==> src/rtsp_ram.sv <==
`timescale 1ns / 1ps

module rtsp_ram #(
    parameter int WIDTH  = 8,
    parameter int DEPTH  = 16,
    parameter int ADDR_W = (DEPTH > 1) ? $clog2(DEPTH) : 1
) (
    input  logic              i_clk,
    input  logic              i_we,
    input  logic [ADDR_W-1:0] i_waddr,
    input  logic [WIDTH-1:0]  i_wdata,
    input  logic [ADDR_W-1:0] i_raddr,
    output logic [WIDTH-1:0]  o_rdata
);

    logic [WIDTH-1:0] r_mem [DEPTH];

    always_ff @(posedge i_clk) begin
        if (i_we) begin
            r_mem[i_waddr] <= i_wdata;
        end
        o_rdata <= r_mem[i_raddr];
    end

endmodule

==> config.mk <==
export PLATFORM = sky130hd
export DESIGN_NAME = rtsp_ram
export DESIGN_NICKNAME = d
export VERILOG_FILES = /design/src/rtsp_ram.sv
export SDC_FILE = /design/constraint.sdc
export NUM_CORES = 1
export LEC_CHECK = 0
export ABC_AREA = 1
export BUFFER_PORTS_ARGS = -buffer_cell sky130_fd_sc_hd__buf_2
export CAP_MARGIN = 20
export CORE_MARGIN = 3
export CORE_UTILIZATION = 43
export CTS_BUF_LIST = sky130_fd_sc_hd__clkbuf_4
export DETAILED_ROUTE_END_ITERATION = 6
export GPL_TIMING_DRIVEN = 0
export RECOVER_POWER = 100
export SLEW_MARGIN = 10
export SYNTH_ARGS = -nofsm -noshare
export SYNTH_HDL_FRONTEND = slang
export SYNTH_SLANG_ARGS = --single-unit
==> constraint.sdc <==
create_clock -name i_clk -period 3.3 [get_ports i_clk]
set_input_delay 0.495 -clock i_clk [delete_from_list [all_inputs] [get_ports i_clk]]
set_output_delay 0.495 -clock i_clk [all_outputs]
set_load 0.02 [all_outputs]
-- After elaboration in Yosys (flattened, before gate mapping)
Memory sizes are Yosys's and may differ from the RTL's. A register that Yosys moved wholly into a read port is not among the register bits.
Index checks and enable logic that the tools add are counted.
- multipliers: 0
- reductions and logical operators: 0
- eq/ne operators: 0
- shift-type cells: 0
- $lt $le $gt $ge: 0
- multiplexer cells: 2
- divide/modulo/power cells: 0
- add/sub/neg operators: 0
- bitwise operators: 0
- operators by type and width (cell ; count):
    $mux 1 ; 2
- register bits: 0
- logic and storage cells: 3
- bits in read-only memories: 0
- output and inout bits: 8
- bits in writable memories: 128
- bits in latches: 0
- memories kept: 1
- memories (memory ; words ; width ; read ports ; clocked after Yosys merged registers in ; wr ports ; line ; RTL):
    r_mem ; 16 ; 8 ; 1 ; 1 ; 1 ; 16 ; logic [WIDTH-1:0] r_mem [DEPTH];

-- Depth between registers and ports, before layout
- depth in word-level cells: 2
- gate-level depth with buffers: 8
- gate-level depth less buffers: 7

-- Worst setup path after synthesis
OpenSTA, ideal clock, no wires.
- path type: input -> register
- start point: in i_waddr[2]
- end point: mem r_mem[10][0], enable pin
- path slack: 1854 ps
- arrival: 1076 ps
- stages: 2
- path through: nand3b_1 nor2_1
- RTL lines (what ; line ; RTL):
    start: declaration ; 10 ; input logic [ADDR_W-1:0] i_waddr,
    end: declaration ; 16 ;
No word-level cell before the write port.

-- Final worst setup path
- start point: reg o_rdata[4], read port of r_mem
- end point: out o_rdata[4]
- RTL lines (what ; line ; RTL):
    start: declaration ; 13 ; output logic [WIDTH-1:0] o_rdata
No word-level cell between the ends.

==> flow_summary.json <==
{
  "status": "finished clean",
  "cp_data_arrival_time_ns": 1.12,
  "crit_family": "flip-flops",
  "crit_type": "reg -> out",
  "grt_pass1_vias": 3903,
  "multi_input_area_sq_mm": 0.00121,
  "ir_worst_vdd_uv": 309,
  "initial_core_util_pct": 44.8,
  "finalCriticalPeriod_ns": 1.62,
  "rsz0062_at_grt": "false",
  "insertion_delay_ns": 0.56,
  "nFillCells": 1221,
  "synth_warnings": 0,
  "drtIter0Drc": 348,
  "grt_use_total_pct": 20.9,
  "clk_root_buffer_cell": "clkbuf_4",
  "hold_viol_final": 0,
  "ys.flop_type": "edfxtp_1",
  "grt_max_degree": 17,
  "post-cts-setup-buffer-count": 0,
  "synth-seq-cells": 136,
  "cp_num_buf_inv": 1,
  "core-area_sq_mm": 0.0129,
  "p_leak_uw": 0.00272,
  "preCtsSetupSlack_ns": 1.21,
  "netlist_area_sq_mm": 0.00577,
  "port_buffers": 22,
  "yosysTopAreaCellShare_pct": 66.7,
  "io-pin-count": 26,
  "maxSlewHeadroom_pct": 29.7,
  "synth_largest_area_cell": "edfxtp_1",
  "cts_resized": 0,
  "grt_pass1_wl_um": 22100,
  "synth_edf_count": 128,
  "regArea_sq_mm": 0.00400,
  "grt_overflow_total": 0,
  "setup_ws_ns": 1.68,
  "power_density_mw_per_mm2": 533,
  "clockBufferDepth": 2,
  "die_height_um": 122,
  "drc_errors": 0,
  "setup_viol": 0,
  "tightest_slew_ns": 1.05,
  "power_uw": 3400,
  "drv_cap": 0,
  "clock_skew_ns": 0.0120,
  "num_rows": 41,
  "ys_seq_area_share_pct": 69.4,
  "fmax_mhz": 619,
  "avgSynthCellArea_sq_um": 10.5,
  "slowest_delay_ns": 0.33,
  "cts_hold_buffers": 0,
  "die_width_um": 122,
  "h-tree-depth": 4,
  "setup.worst_path.end_class": "output port",
  "place_hpwl_um": 9200,
  "vias": 3857,
  "synth.distinct_cells": 12,
  "via_per_inst": 4.96,
  "cts_buffers": 17,
  "die_area_sq_mm": 0.0148,
  "async_flop_share_pct": 0,
  "drive_gt1_share_pct": 8.76,
  "fin_tns_setup_ns": 0,
  "synthTopCellsByArea": "edfxtp_1, nand2_1, nand3_1",
  "hold_class": "in -> reg",
  "layout-area-overhead-vs-synth_pct": 10.6,
  "path_clk_slew_ns": 0.11,
  "routed_wl_um": 14300,
  "wl_per_cell_um": 18.4,
  "critPathRequiredTime_ns": 2.80,
  "syn_inst": 551,
  "crit_fanout": 1,
  "worst_setup_path_start_kind": "register",
  "firstDrtPassIters": 5,
  "syn_nets": 569,
  "synth_most_common_cell": "nand2_1",
  "maxSlewViolCount": 0,
  "cp_slowest_cell": "dfxtp_1",
  "nets": 610,
  "path_cells": "clkbuf_1",
  "cts_tree": "done",
  "clkSinkCount": 136,
  "antenna_left": 0,
  "synth_commonest_cells": "nand2_1, edfxtp_1, inv_1, nand3_1, nor2_1",
  "finalWeightedCongestion": 0.821,
  "antenna_found_initial": 1,
  "post-route-period-util_pct": 49.0
}
[metal layers]
metal / share of wire (%) / up-vias / GRT usage (%)
met5: 0 / - / 0
met4: 2.7 / 0 / 9.45
met3: 8.1 / 28 / 5.57
met2: 46 / 171 / 32.3
met1: 43 / 1805 / 27.8
li1: - / 1853 / -
[cell type report]
cell class | instances | area share, %
Multi-Input combinational cell | 289 | 19.0
Sequential cell | 136 | 62.8
Inverter | 102 | 6.00
Clock inverter | 12 | 2.45
Timing Repair Buffer | 22 | 1.35
Antenna cell | 1 | 0.0392
Clock buffer | 20 | 2.35
Buffer | 24 | 2.59
Tap cell | 172 | 3.38
[path summary, 6_finish.rpt]
path / from / to / slack (ns) / cells after the start
worst max-delay path: o_rdata[4] / o_rdata[4] / 1.68 / 1
worst min-delay path: i_raddr[2] / o_rdata[5] / 0.37 / 4
worst max register to register: r_mem[14][0] / o_rdata[0] / 2.28 / 6
worst min register to register: r_mem[7][4] / o_rdata[4] / 0.72 / 6
[where the power goes]
group | switching, uW | internal (uW) | leakage (uW)
Sequential | 9.83 | 1930 | 0.00122
Clock | 592 | 611 | 0.000164
Combinational | 189 | 68.7 | 0.00133
Total | 791 | 2610 | 0.00272
[state kept, by name (all words and copies together) (netlist names)]
| register | count |
|---|---|
| o_rdata | 8 |
| r_mem | 128 |
[through the flow]
stage,hold slack (ns),cells,instance area (sq um),util [%]
floorplan,0.594,551,5770,-
finish,0.366,778,6380,49.5
global placement,0.686,745,6090,47.3
detailed placement,0.694,745,6090,47.3
global route,0.357,778,6380,49.5
CTS,0.314,777,6400,49.7
[worst register-to-register path, stage by stage (launching register included)]
cell and delay, ns:
edfxtp_1 0.40, inv_1 0.07, nand2_1 0.05, nand3_1 0.12, nand3_1 0.10, nand3_1 0.12, nand2_1 0.07
[placed cells by master, fill, tap and decap left out, types with 4 or more instances in the layout]
master / n
nor2_1: 17
bufinv_16: 4
clkbuf_4: 20
buf_6: 6
inv_1: 101
nand2_1: 173
buf_2: 15
edfxtp_1: 128
buf_4: 4
nand3_1: 97
clkbuf_1: 20
dfxtp_1: 8
clkinv_1: 5
[kinds of logic after synthesis]
kind of cell	after synthesis	synth area share, %
buf+inv	126	9.52
flops	136	69.4
simple gates	289	21.0
No activity file was read; power rests on OpenSTA's default activity.
